--- src/hw/rtl/lrz_pkg.sv ---
// Lorenz stepper package: field widths, codes, sequencer plan, saturation helper.
// No dependencies.
package lrz_pkg;

  localparam int unsigned FRAC_BITS_DEF   = 16;
  localparam int unsigned COUNT_WIDTH_DEF = 16;

  localparam int unsigned STATE_W    = 32;
  localparam int unsigned OPCODE_W   = 2;
  localparam int unsigned LIMIT_W    = 16;
  localparam int unsigned PIX_W      = 16;
  localparam int unsigned SIGMA_W    = 23;
  localparam int unsigned RHO_W      = 24;
  localparam int unsigned BETA_W     = 21;
  localparam int unsigned TSTEP_W    = 17;
  localparam int unsigned STARTX_W   = 22;
  localparam int unsigned CFG_IDX_W  = 3;
  localparam int unsigned CFG_DATA_W = 32;

  // Last slot of the per-step schedule, and the slot counter width.
  localparam int unsigned LAST_SLOT = 8;
  localparam int unsigned SLOT_W    = $clog2(LAST_SLOT + 1);

  typedef enum logic [OPCODE_W-1:0] {
    OP_STEP    = 2'd0,
    OP_REDRAW  = 2'd1,
    OP_RESTART = 2'd2
  } op_e;

  typedef enum logic [CFG_IDX_W-1:0] {
    REG_SIGMA  = 3'd0,
    REG_RHO    = 3'd1,
    REG_BETA   = 3'd2,
    REG_TSTEP  = 3'd3,
    REG_STARTX = 3'd4
  } reg_e;

  // Operand pair fed to the shared multiplier.
  typedef enum logic [2:0] {
    SEL_T_SIGMA = 3'd0,
    SEL_X_DRZ   = 3'd1,
    SEL_TA_DXY  = 3'd2,
    SEL_T_Q     = 3'd3,
    SEL_X_Y     = 3'd4,
    SEL_BETA_Z  = 3'd5
  } mul_sel_e;

  // What to do with the scaled product that comes out this cycle.
  typedef enum logic [2:0] {
    ABS_NONE = 3'd0,
    ABS_TA   = 3'd1,
    ABS_Q1   = 3'd2,
    ABS_NX   = 3'd3,
    ABS_NY   = 3'd4,
    ABS_M4   = 3'd5,
    ABS_Q2   = 3'd6,
    ABS_NZ   = 3'd7
  } absorb_e;

  typedef struct packed {
    mul_sel_e sel;
    absorb_e  absorb;
  } plan_t;

  typedef struct packed {
    mul_sel_e sel;
    absorb_e  absorb;
    logic     finish;
  } ctrl_t;

  // Slot k issues one product and takes in the product issued at slot k-1.
  function automatic plan_t step_plan(input logic [SLOT_W-1:0] slot);
    plan_t p;
    p = '{sel: SEL_T_Q, absorb: ABS_NONE};
    case (slot)
      4'd0:    p = '{sel: SEL_T_SIGMA, absorb: ABS_NONE};
      4'd1:    p = '{sel: SEL_X_DRZ,   absorb: ABS_TA};
      4'd2:    p = '{sel: SEL_TA_DXY,  absorb: ABS_Q1};
      4'd3:    p = '{sel: SEL_T_Q,     absorb: ABS_NX};
      4'd4:    p = '{sel: SEL_X_Y,     absorb: ABS_NY};
      4'd5:    p = '{sel: SEL_BETA_Z,  absorb: ABS_M4};
      4'd6:    p = '{sel: SEL_T_Q,     absorb: ABS_Q2};
      4'd7:    p = '{sel: SEL_T_Q,     absorb: ABS_NONE};
      4'd8:    p = '{sel: SEL_T_Q,     absorb: ABS_NZ};
      default: p = '{sel: SEL_T_Q,     absorb: ABS_NONE};
    endcase
    return p;
  endfunction

  function automatic logic signed [STATE_W-1:0] sat32(input logic signed [63:0] v);
    logic signed [63:0] hi;
    logic signed [63:0] lo;
    hi = 64'sd2147483647;
    lo = -64'sd2147483648;
    if (v > hi) begin
      return 32'sh7FFF_FFFF;
    end else if (v < lo) begin
      return 32'sh8000_0000;
    end
    return STATE_W'(v);
  endfunction

endpackage

--- src/hw/rtl/lrz_if.sv ---
// Handshake channels of the Lorenz stepper: step items, plot results, register writes.
// Depends on lrz_pkg.
interface lrz_in_if;
  import lrz_pkg::*;
  logic                valid;
  logic                ready;
  logic [OPCODE_W-1:0] opcode;
  logic [LIMIT_W-1:0]  step_limit;
  modport source (output valid, opcode, step_limit, input ready);
  modport sink   (input valid, opcode, step_limit, output ready);
endinterface

interface lrz_out_if;
  import lrz_pkg::*;
  logic                     valid;
  logic                     ready;
  logic signed [PIX_W-1:0]  pixel_x;
  logic signed [PIX_W-1:0]  pixel_y;
  logic signed [PIX_W-1:0]  z_whole;
  modport source (output valid, pixel_x, pixel_y, z_whole, input ready);
  modport sink   (input valid, pixel_x, pixel_y, z_whole, output ready);
endinterface

interface lrz_cfg_if;
  import lrz_pkg::*;
  logic                  valid;
  logic                  ready;
  logic [CFG_IDX_W-1:0]  reg_index;
  logic [CFG_DATA_W-1:0] wdata;
  modport source (output valid, reg_index, wdata, input ready);
  modport sink   (input valid, reg_index, wdata, output ready);
endinterface

--- src/hw/rtl/lorenz_attractor_step.sv ---
// Lorenz attractor stepper, forward Euler in signed fixed point (FRAC_BITS fraction bits).
// Step item: accepted, 9 schedule slots on the shared multiplier, then a hand-off state that
// waits for the output register to be free; no new item is taken until the hand-off is done.
// Redraw, restart and refused steps (limit reached) finish in the accept cycle.
// Reset: registers to defaults, x to start value, y = z = 0, step counter cleared.
// Depends on lrz_pkg, lrz_if, lrz_mulq, lrz_plot, lrz_seq.
module lorenz_attractor_step #(
  parameter int unsigned FRAC_BITS   = lrz_pkg::FRAC_BITS_DEF,
  parameter int unsigned COUNT_WIDTH = lrz_pkg::COUNT_WIDTH_DEF
) (
  input  logic       clk_i,
  input  logic       rst_ni,
  lrz_in_if.sink     in_if,
  lrz_out_if.source  out_if,
  lrz_cfg_if.sink    cfg_if
);
  import lrz_pkg::*;

  // Register defaults follow the fraction width.
  localparam logic [SIGMA_W-1:0]  SIGMA_RST  = SIGMA_W'(64'd10 << FRAC_BITS);
  localparam logic [RHO_W-1:0]    RHO_RST    = RHO_W'(64'd28 << FRAC_BITS);
  localparam logic [BETA_W-1:0]   BETA_RST   = BETA_W'(((64'd8 << FRAC_BITS) + 64'd1) / 3);
  localparam logic [TSTEP_W-1:0]  TSTEP_RST  = TSTEP_W'(((64'd1 << FRAC_BITS) + 64'd50) / 100);
  localparam logic [STARTX_W-1:0] STARTX_RST = STARTX_W'(((64'd1 << FRAC_BITS) + 64'd5) / 10);

  localparam int unsigned CMP_W = (COUNT_WIDTH > LIMIT_W) ? COUNT_WIDTH : LIMIT_W;

  // config registers
  logic [SIGMA_W-1:0]  sigma_q;
  logic [RHO_W-1:0]    rho_q;
  logic [BETA_W-1:0]   beta_q;
  logic [TSTEP_W-1:0]  tstep_q;
  logic [STARTX_W-1:0] startx_q;

  // architectural state
  logic signed [STATE_W-1:0] pos_x_q, pos_y_q, pos_z_q;
  logic [COUNT_WIDTH-1:0]    step_cnt_q;

  // per-step working registers
  logic signed [STATE_W-1:0] dxy_q, drz_q, ta_q, q_q, nx_q, ny_q, nz_q;

  // output register
  logic                    out_valid_q;
  logic signed [PIX_W-1:0] pix_x_q, pix_y_q, z_whole_q;
  logic signed [PIX_W-1:0] pix_x, pix_y, z_whole;

  logic                      seq_idle, out_free, in_acc, step_go;
  ctrl_t                     ctrl;
  logic signed [STATE_W-1:0] mul_a, mul_b, mul_m;
  logic signed [STATE_W-1:0] tstep_s, sigma_s, beta_s;
  logic [CMP_W-1:0]          cnt_ext, lim_ext, cnt_max;
  op_e                       op;

  assign in_if.ready  = seq_idle;
  assign cfg_if.ready = 1'b1;
  assign in_acc       = in_if.valid && in_if.ready;
  assign op           = op_e'(in_if.opcode);

  assign cnt_ext = CMP_W'(step_cnt_q);
  assign lim_ext = CMP_W'(in_if.step_limit);
  assign cnt_max = CMP_W'({COUNT_WIDTH{1'b1}});

  // a step is taken only while the counter is below the limit
  assign step_go  = in_acc && (op == OP_STEP) && (cnt_ext < lim_ext);
  assign out_free = !out_valid_q || out_if.ready;

  lrz_seq u_seq (
    .clk_i      (clk_i),
    .rst_ni     (rst_ni),
    .start_i    (step_go),
    .out_free_i (out_free),
    .idle_o     (seq_idle),
    .ctrl_o     (ctrl)
  );

  // coefficients are non-negative, zero-extend into the signed operand width
  assign tstep_s = $signed(STATE_W'(tstep_q));
  assign sigma_s = $signed(STATE_W'(sigma_q));
  assign beta_s  = $signed(STATE_W'(beta_q));

  always_comb begin
    unique case (ctrl.sel)
      SEL_T_SIGMA: begin mul_a = tstep_s; mul_b = sigma_s; end
      SEL_X_DRZ:   begin mul_a = pos_x_q; mul_b = drz_q;   end
      SEL_TA_DXY:  begin mul_a = ta_q;    mul_b = dxy_q;   end
      SEL_T_Q:     begin mul_a = tstep_s; mul_b = q_q;     end
      SEL_X_Y:     begin mul_a = pos_x_q; mul_b = pos_y_q; end
      SEL_BETA_Z:  begin mul_a = beta_s;  mul_b = pos_z_q; end
      default:     begin mul_a = '0;      mul_b = '0;      end
    endcase
  end

  lrz_mulq #(
    .FRAC_BITS (FRAC_BITS)
  ) u_mulq (
    .clk_i (clk_i),
    .a_i   (mul_a),
    .b_i   (mul_b),
    .m_o   (mul_m)
  );

  // Working registers. Old x/y/z stay put until the hand-off cycle,
  // so every slot sees the pre-step state.
  always_ff @(posedge clk_i) begin
    if (step_go) begin
      dxy_q <= sat32(64'(pos_y_q) - 64'(pos_x_q));
      drz_q <= sat32($signed(64'(rho_q)) - 64'(pos_z_q));
    end
    unique case (ctrl.absorb)
      ABS_NONE: ;
      ABS_TA:   ta_q <= mul_m;                                 // t*sigma
      ABS_Q1:   q_q  <= sat32(64'(mul_m) - 64'(pos_y_q));      // x(rho-z) - y
      ABS_NX:   nx_q <= sat32(64'(pos_x_q) + 64'(mul_m));
      ABS_NY:   ny_q <= sat32(64'(pos_y_q) + 64'(mul_m));
      ABS_M4:   q_q  <= mul_m;                                 // x*y
      ABS_Q2:   q_q  <= sat32(64'(q_q) - 64'(mul_m));          // xy - beta z
      ABS_NZ:   nz_q <= sat32(64'(pos_z_q) + 64'(mul_m));
      default:  ;
    endcase
  end

  lrz_plot #(
    .FRAC_BITS (FRAC_BITS)
  ) u_plot (
    .nx_i      (nx_q),
    .nz_i      (nz_q),
    .pixel_x_o (pix_x),
    .pixel_y_o (pix_y),
    .z_whole_o (z_whole)
  );

  always_ff @(posedge clk_i) begin
    if (ctrl.finish) begin
      pix_x_q   <= pix_x;
      pix_y_q   <= pix_y;
      z_whole_q <= z_whole;
    end
  end

  // Config, state, counter and output valid.
  always_ff @(posedge clk_i or negedge rst_ni) begin
    if (!rst_ni) begin
      sigma_q     <= SIGMA_RST;
      rho_q       <= RHO_RST;
      beta_q      <= BETA_RST;
      tstep_q     <= TSTEP_RST;
      startx_q    <= STARTX_RST;
      pos_x_q     <= STATE_W'($signed(STARTX_RST));
      pos_y_q     <= '0;
      pos_z_q     <= '0;
      step_cnt_q  <= '0;
      out_valid_q <= 1'b0;
    end else begin
      if (cfg_if.valid) begin
        unique case (reg_e'(cfg_if.reg_index))
          REG_SIGMA:  sigma_q  <= cfg_if.wdata[SIGMA_W-1:0];
          REG_RHO:    rho_q    <= cfg_if.wdata[RHO_W-1:0];
          REG_BETA:   beta_q   <= cfg_if.wdata[BETA_W-1:0];
          REG_TSTEP:  tstep_q  <= cfg_if.wdata[TSTEP_W-1:0];
          REG_STARTX: startx_q <= cfg_if.wdata[STARTX_W-1:0];
          default:    ;
        endcase
      end

      if (in_acc) begin
        unique case (op)
          OP_STEP: begin
            if (cnt_ext >= lim_ext) begin
              // limit reached: park the counter at the limit, no result
              step_cnt_q <= (lim_ext > cnt_max) ? '1 : lim_ext[COUNT_WIDTH-1:0];
            end else if (step_cnt_q != '1) begin
              step_cnt_q <= step_cnt_q + 1'b1;
            end
          end
          OP_REDRAW: step_cnt_q <= '0;
          OP_RESTART: begin
            pos_x_q    <= STATE_W'($signed(startx_q));
            pos_y_q    <= '0;
            pos_z_q    <= '0;
            step_cnt_q <= '0;
          end
          default: ;   // unused opcode
        endcase
      end

      if (ctrl.finish) begin
        pos_x_q <= nx_q;
        pos_y_q <= ny_q;
        pos_z_q <= nz_q;
      end

      if (ctrl.finish) begin
        out_valid_q <= 1'b1;
      end else if (out_if.ready) begin
        out_valid_q <= 1'b0;
      end
    end
  end

  assign out_if.valid   = out_valid_q;
  assign out_if.pixel_x = pix_x_q;
  assign out_if.pixel_y = pix_y_q;
  assign out_if.z_whole = z_whole_q;

`ifndef ASSERT_OFF
  // state only moves on an accepted item or at step hand-off
  a_state_hold: assert property (@(posedge clk_i) disable iff (!rst_ni)
    (!seq_idle && !ctrl.finish) |=> ($stable(pos_x_q) && $stable(pos_y_q) && $stable(pos_z_q)))
    else $error("state changed mid-step");

  // counter only moves on an accepted item
  a_cnt_hold: assert property (@(posedge clk_i) disable iff (!rst_ni)
    !in_acc |=> $stable(step_cnt_q))
    else $error("step counter changed without an item");

  // a result appears only after a step hand-off
  a_out_src: assert property (@(posedge clk_i) disable iff (!rst_ni)
    $rose(out_valid_q) |-> $past(ctrl.finish))
    else $error("result without a finished step");
`endif

endmodule

--- src/hw/rtl/lrz_mulq.sv ---
// Shared fixed-point multiplier: registered 32x32 product, floor-scaled and saturated.
// Depends on lrz_pkg.
module lrz_mulq #(
  parameter int unsigned FRAC_BITS = lrz_pkg::FRAC_BITS_DEF
) (
  input  logic                                clk_i,
  input  logic signed [lrz_pkg::STATE_W-1:0]  a_i,
  input  logic signed [lrz_pkg::STATE_W-1:0]  b_i,
  output logic signed [lrz_pkg::STATE_W-1:0]  m_o
);
  import lrz_pkg::*;

  logic signed [2*STATE_W-1:0] prod_q;

  always_ff @(posedge clk_i) begin
    prod_q <= a_i * b_i;
  end

  // arithmetic shift = floor division by 2^FRAC_BITS
  assign m_o = sat32(prod_q >>> FRAC_BITS);

endmodule

--- src/hw/rtl/lrz_plot.sv ---
// Plot mapping: x*2.5+120, z*1.5+50 and whole z, truncated toward zero, clamped to 16 bits.
// Depends on lrz_pkg.
module lrz_plot #(
  parameter int unsigned FRAC_BITS = lrz_pkg::FRAC_BITS_DEF
) (
  input  logic signed [lrz_pkg::STATE_W-1:0] nx_i,
  input  logic signed [lrz_pkg::STATE_W-1:0] nz_i,
  output logic signed [lrz_pkg::PIX_W-1:0]   pixel_x_o,
  output logic signed [lrz_pkg::PIX_W-1:0]   pixel_y_o,
  output logic signed [lrz_pkg::PIX_W-1:0]   z_whole_o
);
  import lrz_pkg::*;

  localparam int unsigned NW = FRAC_BITS + 36;
  localparam logic signed [NW-1:0] OFS_X  = NW'(64'sd240 <<< FRAC_BITS);
  localparam logic signed [NW-1:0] OFS_Y  = NW'(64'sd100 <<< FRAC_BITS);
  localparam logic signed [NW-1:0] BIAS_H = NW'((64'sd1 <<< (FRAC_BITS + 1)) - 64'sd1);
  localparam logic signed [NW-1:0] BIAS_W = NW'((64'sd1 <<< FRAC_BITS) - 64'sd1);

  function automatic logic signed [PIX_W-1:0] sat16(input logic signed [NW-1:0] v);
    if (v > NW'(32767)) begin
      return 16'sh7FFF;
    end else if (v < -NW'(32768)) begin
      return 16'sh8000;
    end
    return PIX_W'(v);
  endfunction

  logic signed [NW-1:0] nx_w, nz_w;
  logic signed [NW-1:0] px_num, py_num;
  logic signed [NW-1:0] px_adj, py_adj, zw_adj;

  always_comb begin
    nx_w   = NW'(nx_i);
    nz_w   = NW'(nz_i);
    // (5x + 240) / 2 and (3z + 100) / 2 in raw fixed point
    px_num = (nx_w <<< 2) + nx_w + OFS_X;
    py_num = (nz_w <<< 1) + nz_w + OFS_Y;
    // bias negatives so the shift truncates toward zero
    px_adj = px_num + (px_num[NW-1] ? BIAS_H : '0);
    py_adj = py_num + (py_num[NW-1] ? BIAS_H : '0);
    zw_adj = nz_w + (nz_w[NW-1] ? BIAS_W : '0);
    pixel_x_o = sat16(px_adj >>> (FRAC_BITS + 1));
    pixel_y_o = sat16(py_adj >>> (FRAC_BITS + 1));
    z_whole_o = sat16(zw_adj >>> FRAC_BITS);
  end

endmodule

--- src/hw/rtl/lrz_seq.sv ---
// Step sequencer: walks the multiply schedule slot by slot, then hands off the result.
// Depends on lrz_pkg.
module lrz_seq (
  input  logic           clk_i,
  input  logic           rst_ni,
  input  logic           start_i,
  input  logic           out_free_i,
  output logic           idle_o,
  output lrz_pkg::ctrl_t ctrl_o
);
  import lrz_pkg::*;

  typedef enum logic [2:0] {
    ST_IDLE = 3'b001,
    ST_RUN  = 3'b010,
    ST_DONE = 3'b100
  } state_e;

  state_e             state_q, state_d;
  logic [SLOT_W-1:0]  slot_q, slot_d;
  plan_t              plan;

  always_comb begin
    state_d = state_q;
    slot_d  = slot_q;
    unique case (state_q)
      ST_IDLE: begin
        slot_d = '0;
        if (start_i) state_d = ST_RUN;
      end
      ST_RUN: begin
        if (slot_q == SLOT_W'(LAST_SLOT)) begin
          state_d = ST_DONE;
        end else begin
          slot_d = slot_q + 1'b1;
        end
      end
      ST_DONE: begin
        if (out_free_i) state_d = ST_IDLE;
      end
      default: state_d = ST_IDLE;
    endcase
  end

  always_ff @(posedge clk_i or negedge rst_ni) begin
    if (!rst_ni) begin
      state_q <= ST_IDLE;
      slot_q  <= '0;
    end else begin
      state_q <= state_d;
      slot_q  <= slot_d;
    end
  end

  assign plan          = step_plan(slot_q);
  assign idle_o        = (state_q == ST_IDLE);
  assign ctrl_o.sel    = plan.sel;
  assign ctrl_o.absorb = (state_q == ST_RUN) ? plan.absorb : ABS_NONE;
  assign ctrl_o.finish = (state_q == ST_DONE) && out_free_i;

endmodule

--- src/flat_wrapper.sv ---
// flat-port wrapper written by rule: the top's interface ports become plain ports
module lorenz_attractor_step_flat import lrz_pkg::*;
#(
  parameter int unsigned FRAC_BITS   = lrz_pkg::FRAC_BITS_DEF,
  parameter int unsigned COUNT_WIDTH = lrz_pkg::COUNT_WIDTH_DEF
)
  (clk_i, rst_ni, in_if_valid, in_if_opcode, in_if_step_limit, in_if_ready, out_if_valid, out_if_pixel_x, out_if_pixel_y, out_if_z_whole, out_if_ready, cfg_if_valid, cfg_if_reg_index, cfg_if_wdata, cfg_if_ready);
  lrz_in_if in_if_i ();
  lrz_out_if out_if_i ();
  lrz_cfg_if cfg_if_i ();
  input  logic clk_i;
  input  logic rst_ni;
  input wire logic [$bits(in_if_i.valid)-1:0] in_if_valid;
  input wire logic [$bits(in_if_i.opcode)-1:0] in_if_opcode;
  input wire logic [$bits(in_if_i.step_limit)-1:0] in_if_step_limit;
  output wire logic [$bits(in_if_i.ready)-1:0] in_if_ready;
  output wire logic [$bits(out_if_i.valid)-1:0] out_if_valid;
  output wire logic [$bits(out_if_i.pixel_x)-1:0] out_if_pixel_x;
  output wire logic [$bits(out_if_i.pixel_y)-1:0] out_if_pixel_y;
  output wire logic [$bits(out_if_i.z_whole)-1:0] out_if_z_whole;
  input wire logic [$bits(out_if_i.ready)-1:0] out_if_ready;
  input wire logic [$bits(cfg_if_i.valid)-1:0] cfg_if_valid;
  input wire logic [$bits(cfg_if_i.reg_index)-1:0] cfg_if_reg_index;
  input wire logic [$bits(cfg_if_i.wdata)-1:0] cfg_if_wdata;
  output wire logic [$bits(cfg_if_i.ready)-1:0] cfg_if_ready;
  assign in_if_i.valid = in_if_valid;
  assign in_if_i.opcode = in_if_opcode;
  assign in_if_i.step_limit = in_if_step_limit;
  assign in_if_ready = in_if_i.ready;
  assign out_if_valid = out_if_i.valid;
  assign out_if_pixel_x = out_if_i.pixel_x;
  assign out_if_pixel_y = out_if_i.pixel_y;
  assign out_if_z_whole = out_if_i.z_whole;
  assign out_if_i.ready = out_if_ready;
  assign cfg_if_i.valid = cfg_if_valid;
  assign cfg_if_i.reg_index = cfg_if_reg_index;
  assign cfg_if_i.wdata = cfg_if_wdata;
  assign cfg_if_ready = cfg_if_i.ready;
  lorenz_attractor_step #(.FRAC_BITS(FRAC_BITS), .COUNT_WIDTH(COUNT_WIDTH)) u_core (.clk_i(clk_i), .rst_ni(rst_ni), .in_if(in_if_i), .out_if(out_if_i), .cfg_if(cfg_if_i));
endmodule
--- config.mk ---
export PLATFORM = sky130hd
export DESIGN_NAME = lorenz_attractor_step_flat
export DESIGN_NICKNAME = d
export VERILOG_FILES = /design/src/hw/rtl/lrz_pkg.sv /design/src/hw/rtl/lrz_if.sv /design/src/hw/rtl/lorenz_attractor_step.sv /design/src/hw/rtl/lrz_mulq.sv /design/src/hw/rtl/lrz_plot.sv /design/src/hw/rtl/lrz_seq.sv /design/src/flat_wrapper.sv
export SDC_FILE = /design/constraint.sdc
export NUM_CORES = 2
export LEC_CHECK = 0
export BUFFER_PORTS_ARGS = -buffer_cell sky130_fd_sc_hd__buf_2
export CAP_MARGIN = 15
export CORE_ASPECT_RATIO = 0.6
export CORE_MARGIN = 3
export CORE_UTILIZATION = 36
export DETAILED_ROUTE_END_ITERATION = 8
export GPL_TIMING_DRIVEN = 0
export HOLD_SLACK_MARGIN = 0.12
export PLACE_DENSITY = 0.52
export SYNTH_ARGS = -nofsm -noshare
export SYNTH_HDL_FRONTEND = slang
export SYNTH_HIERARCHICAL = 1
export SYNTH_SLANG_ARGS = --single-unit
export TNS_END_PERCENT = 20
--- constraint.sdc ---
create_clock -name clk_i -period 8.6 [get_ports clk_i]
set_input_delay 0.86 -clock clk_i [delete_from_list [all_inputs] [get_ports clk_i]]
set_output_delay 0.86 -clock clk_i [all_outputs]
set_load 0.01 [all_outputs]
==> impl_metrics.tcl <==
set metrics [dict create \
    status "finished with violations" \
    violations "setup timing" \
    postSynthCellCount 8295 \
    wl_per_cell_um 29.7 \
    worstMarginPinSlew_ns 1.28 \
    port_buffers 99 \
    die_height_um 366 \
    drc_errors 0 \
    start_kind "register" \
    synth_cell_types 135 \
    layout-drive-gt1-share 0.171 \
    nFillCells 20712 \
    synth_seq_cells 547 \
    crit_path_end_kind "register" \
    die_w_um 606 \
    coreArea_mm2 0.214 \
    syn-num-nets 10018 \
    ys_warn_count 6 \
    antenna_found_initial 70 \
    setup_viol 38 \
    finClkSkew_ns 0.0693 \
    rsz0062_at_grt "yes" \
    boundaryPins 109 \
    cts_tree "built" \
    slowest_stage "fa_2" \
    max_stage_delay_ns 0.64 \
    worst_path_most_repeated_cell "fa_1" \
    wl_um 348000 \
    cts_made_buffers 56 \
    insertion_delay_ns 0.73 \
    critPathMaxFanout 7 \
    place_inst 11290 \
    grt_start_max_net_pins 100 \
    critPathKind "reg2reg" \
    first_pass_iters 6 \
    synthTopCellsByArea "fa_1 (28%), edfxtp_1 (11%), ha_1 (9.3%)" \
    ant_nets 0 \
    tns_ns -28.03 \
    grt_pass1_vias 63146 \
    final_nets 10520 \
    synth_ff_type "edfxtp_1" \
    period_minus_slack_ns 9.93 \
    htree_levels 2 \
    fin_ws_ns -1.33 \
    vias 65905 \
    vias_per_cell 5.61 \
    cts_root_buffer "clkbuf_16" \
    crit_required_ns 9.18 \
    ys_async_sr_fraction 0.415 \
    maxCapViolCount 0 \
    syn_avg_cell_area_um2 9.36 \
    grt_usage 0.310 \
    gp_congestion 1.05 \
    synth_seq_area_share 0.191 \
    synth_top_area_frac 0.281 \
    min_path_type "in2reg" \
    cp_data_arrival_time_ns 10.51 \
    dp_hpwl_um 285000 \
    drt_iter0_drc 7951 \
    slew_headroom 0.147 \
    clkTransAtPathRegs_ns 0.07 \
    final_cells 11738 \
    grt_pass1_wl_um 486000 \
    die_area_mm2 0.222 \
    synth_commonest_cells "inv_1 (1433), fa_1 (1090), nand2_1 (757)" \
    hold_viol_final 0 \
    synth.most_common_cell "inv_1" \
    slew_viol_final 0 \
    synth_area_mm2 0.0777 \
    yosys.area.top_type "fa_1" \
    synth_edf_count 272 \
    initial_core_util 0.364 \
    rows 131 \
    layout_worst_path_cycle_share 1.15 \
    maxClockFrequency_ghz 0.101 \
    clk_path_buf_depth 3 \
    overflow 0 \
    cts_sinks 547 \
    area_growth_pct 19.2 \
]
-- worst max-delay path: cells and delay by family, from the launching register on --
kind / cells / cell delay [ns]
xor+xnor: 1 / 0.20
compound gates: 5 / 1.56
simple gates: 9 / 1.72
buf+inv: 11 / 1.36
fa+ha+maj: 9 / 4.49
flops: 1 / 0.45
-- per-layer routing --
metal  GRT usage  vias up  share of wire
li1            -    28238              -
met1       0.487    33779           0.47
met2       0.359     3549           0.34
met3       0.169      323           0.17
met4      0.0462       16          0.017
met5           0        -        0.00097
-- logic make-up after synthesis --
family | Yosys count | share of synthesized area
other | 1 | 0.0000483
AO/OA/AOI/OAI | 1646 | 0.143
adder cells (fa/ha/maj) | 1701 | 0.378
multiplexers | 168 | 0.0234
XOR/XNOR | 360 | 0.0410
AND/OR/NAND/NOR | 2039 | 0.132
flip-flops | 547 | 0.191
buffers and inverters | 1833 | 0.0910
-- flip-flops by register name, indices dropped and copies added (netlist names), 32 cells and up --
name and flops:
u_core/ta_q 32, u_core/drz_q 32, u_core/nx_q 32, u_core/ny_q 32
u_core/pos_z_q 32, u_core/pos_y_q 32, u_core/pos_x_q 32, u_core/nz_q 32
u_core/q_q 32, u_core/dxy_q 32, u_core/u_mulq/prod_q 48
-- cell type report --
cell class | instances | area [um^2] | share of cell area
Antenna cell | 34 | 85.1 | 0.000919
Buffer | 391 | 4360 | 0.0471
Clock buffer | 80 | 1600 | 0.0172
Clock inverter | 26 | 270 | 0.00292
Inverter | 1434 | 5410 | 0.0585
Multi-Input combinational cell | 5915 | 58300 | 0.629
Sequential cell | 547 | 14900 | 0.161
Tap cell | 2859 | 3580 | 0.0386
Timing Repair Buffer | 452 | 4150 | 0.0448
-- placed cells by master (no fill, tap or decap), types with 51 or more instances in the layout --
cell type	n
buf_4	270
nand2_1	734
o21ai_0	279
a21o_1	187
buf_2	138
a22o_1	71
inv_1	1382
buf_12	51
xor2_1	125
nand4_1	53
nand3_1	77
clkbuf_16	134
clkbuf_1	111
nand2b_1	63
and2_1	509
mux2i_1	58
mux2_2	108
edfxtp_1	272
a21oi_1	407
dfrtp_1	187
fa_1	1043
xnor2_1	229
clkbuf_8	91
nor2_1	236
ha_1	536
-- timing repair --
action,CTS,global route
endpoints found under the setup margin,48,48
cloned,11,2
gates resized for setup,984,221
hold endpoints to repair,14,0
pin swaps,178,250
setup buffers,188,113
hold buffers,1,0
-- worst paths after layout --
path                                                     from                                to  slack, ns  depth (start not counted)
setup / recovery           u_core/u_seq/slot_q[3]$_DFFE_PN0P_  u_core/u_mulq/prod_q[56]$_DFF_P_      -1.33                         35
hold / removal                               cfg_if_wdata[23]      u_core/rho_q[23]$_DFFE_PN0P_       0.45                          2
setup reg to reg           u_core/u_seq/slot_q[3]$_DFFE_PN0P_  u_core/u_mulq/prod_q[56]$_DFF_P_      -1.33                         35
hold reg to reg                     u_core/ny_q[25]$_DFFE_PN_    u_core/pos_y_q[25]$_DFFE_PN0P_       0.47                          1
max in group asynchronous                              rst_ni    u_core/pos_z_q[16]$_DFFE_PN0P_       6.47                          4
min in group asynchronous                              rst_ni   u_core/out_if.valid$_DFFE_PN0P_       0.67                          2
-- through the flow --
step / setup slack, ns / hold slack [ns] / area, um^2 / util
floorplan: -0.00130 / 0.456 / 77900 / -
global placement: -4.89 / 0.458 / 82000 / 0.384
detailed placement: -4.71 / 0.464 / 82700 / 0.387
CTS: -1.12 / 0.419 / 90600 / 0.424
global route: -1.41 / 0.426 / 92500 / 0.433
finish: -1.33 / 0.449 / 92600 / 0.433
Power is not shown: default switching activity piles up to over one toggle a cycle in this logic, so the estimate is an artifact.
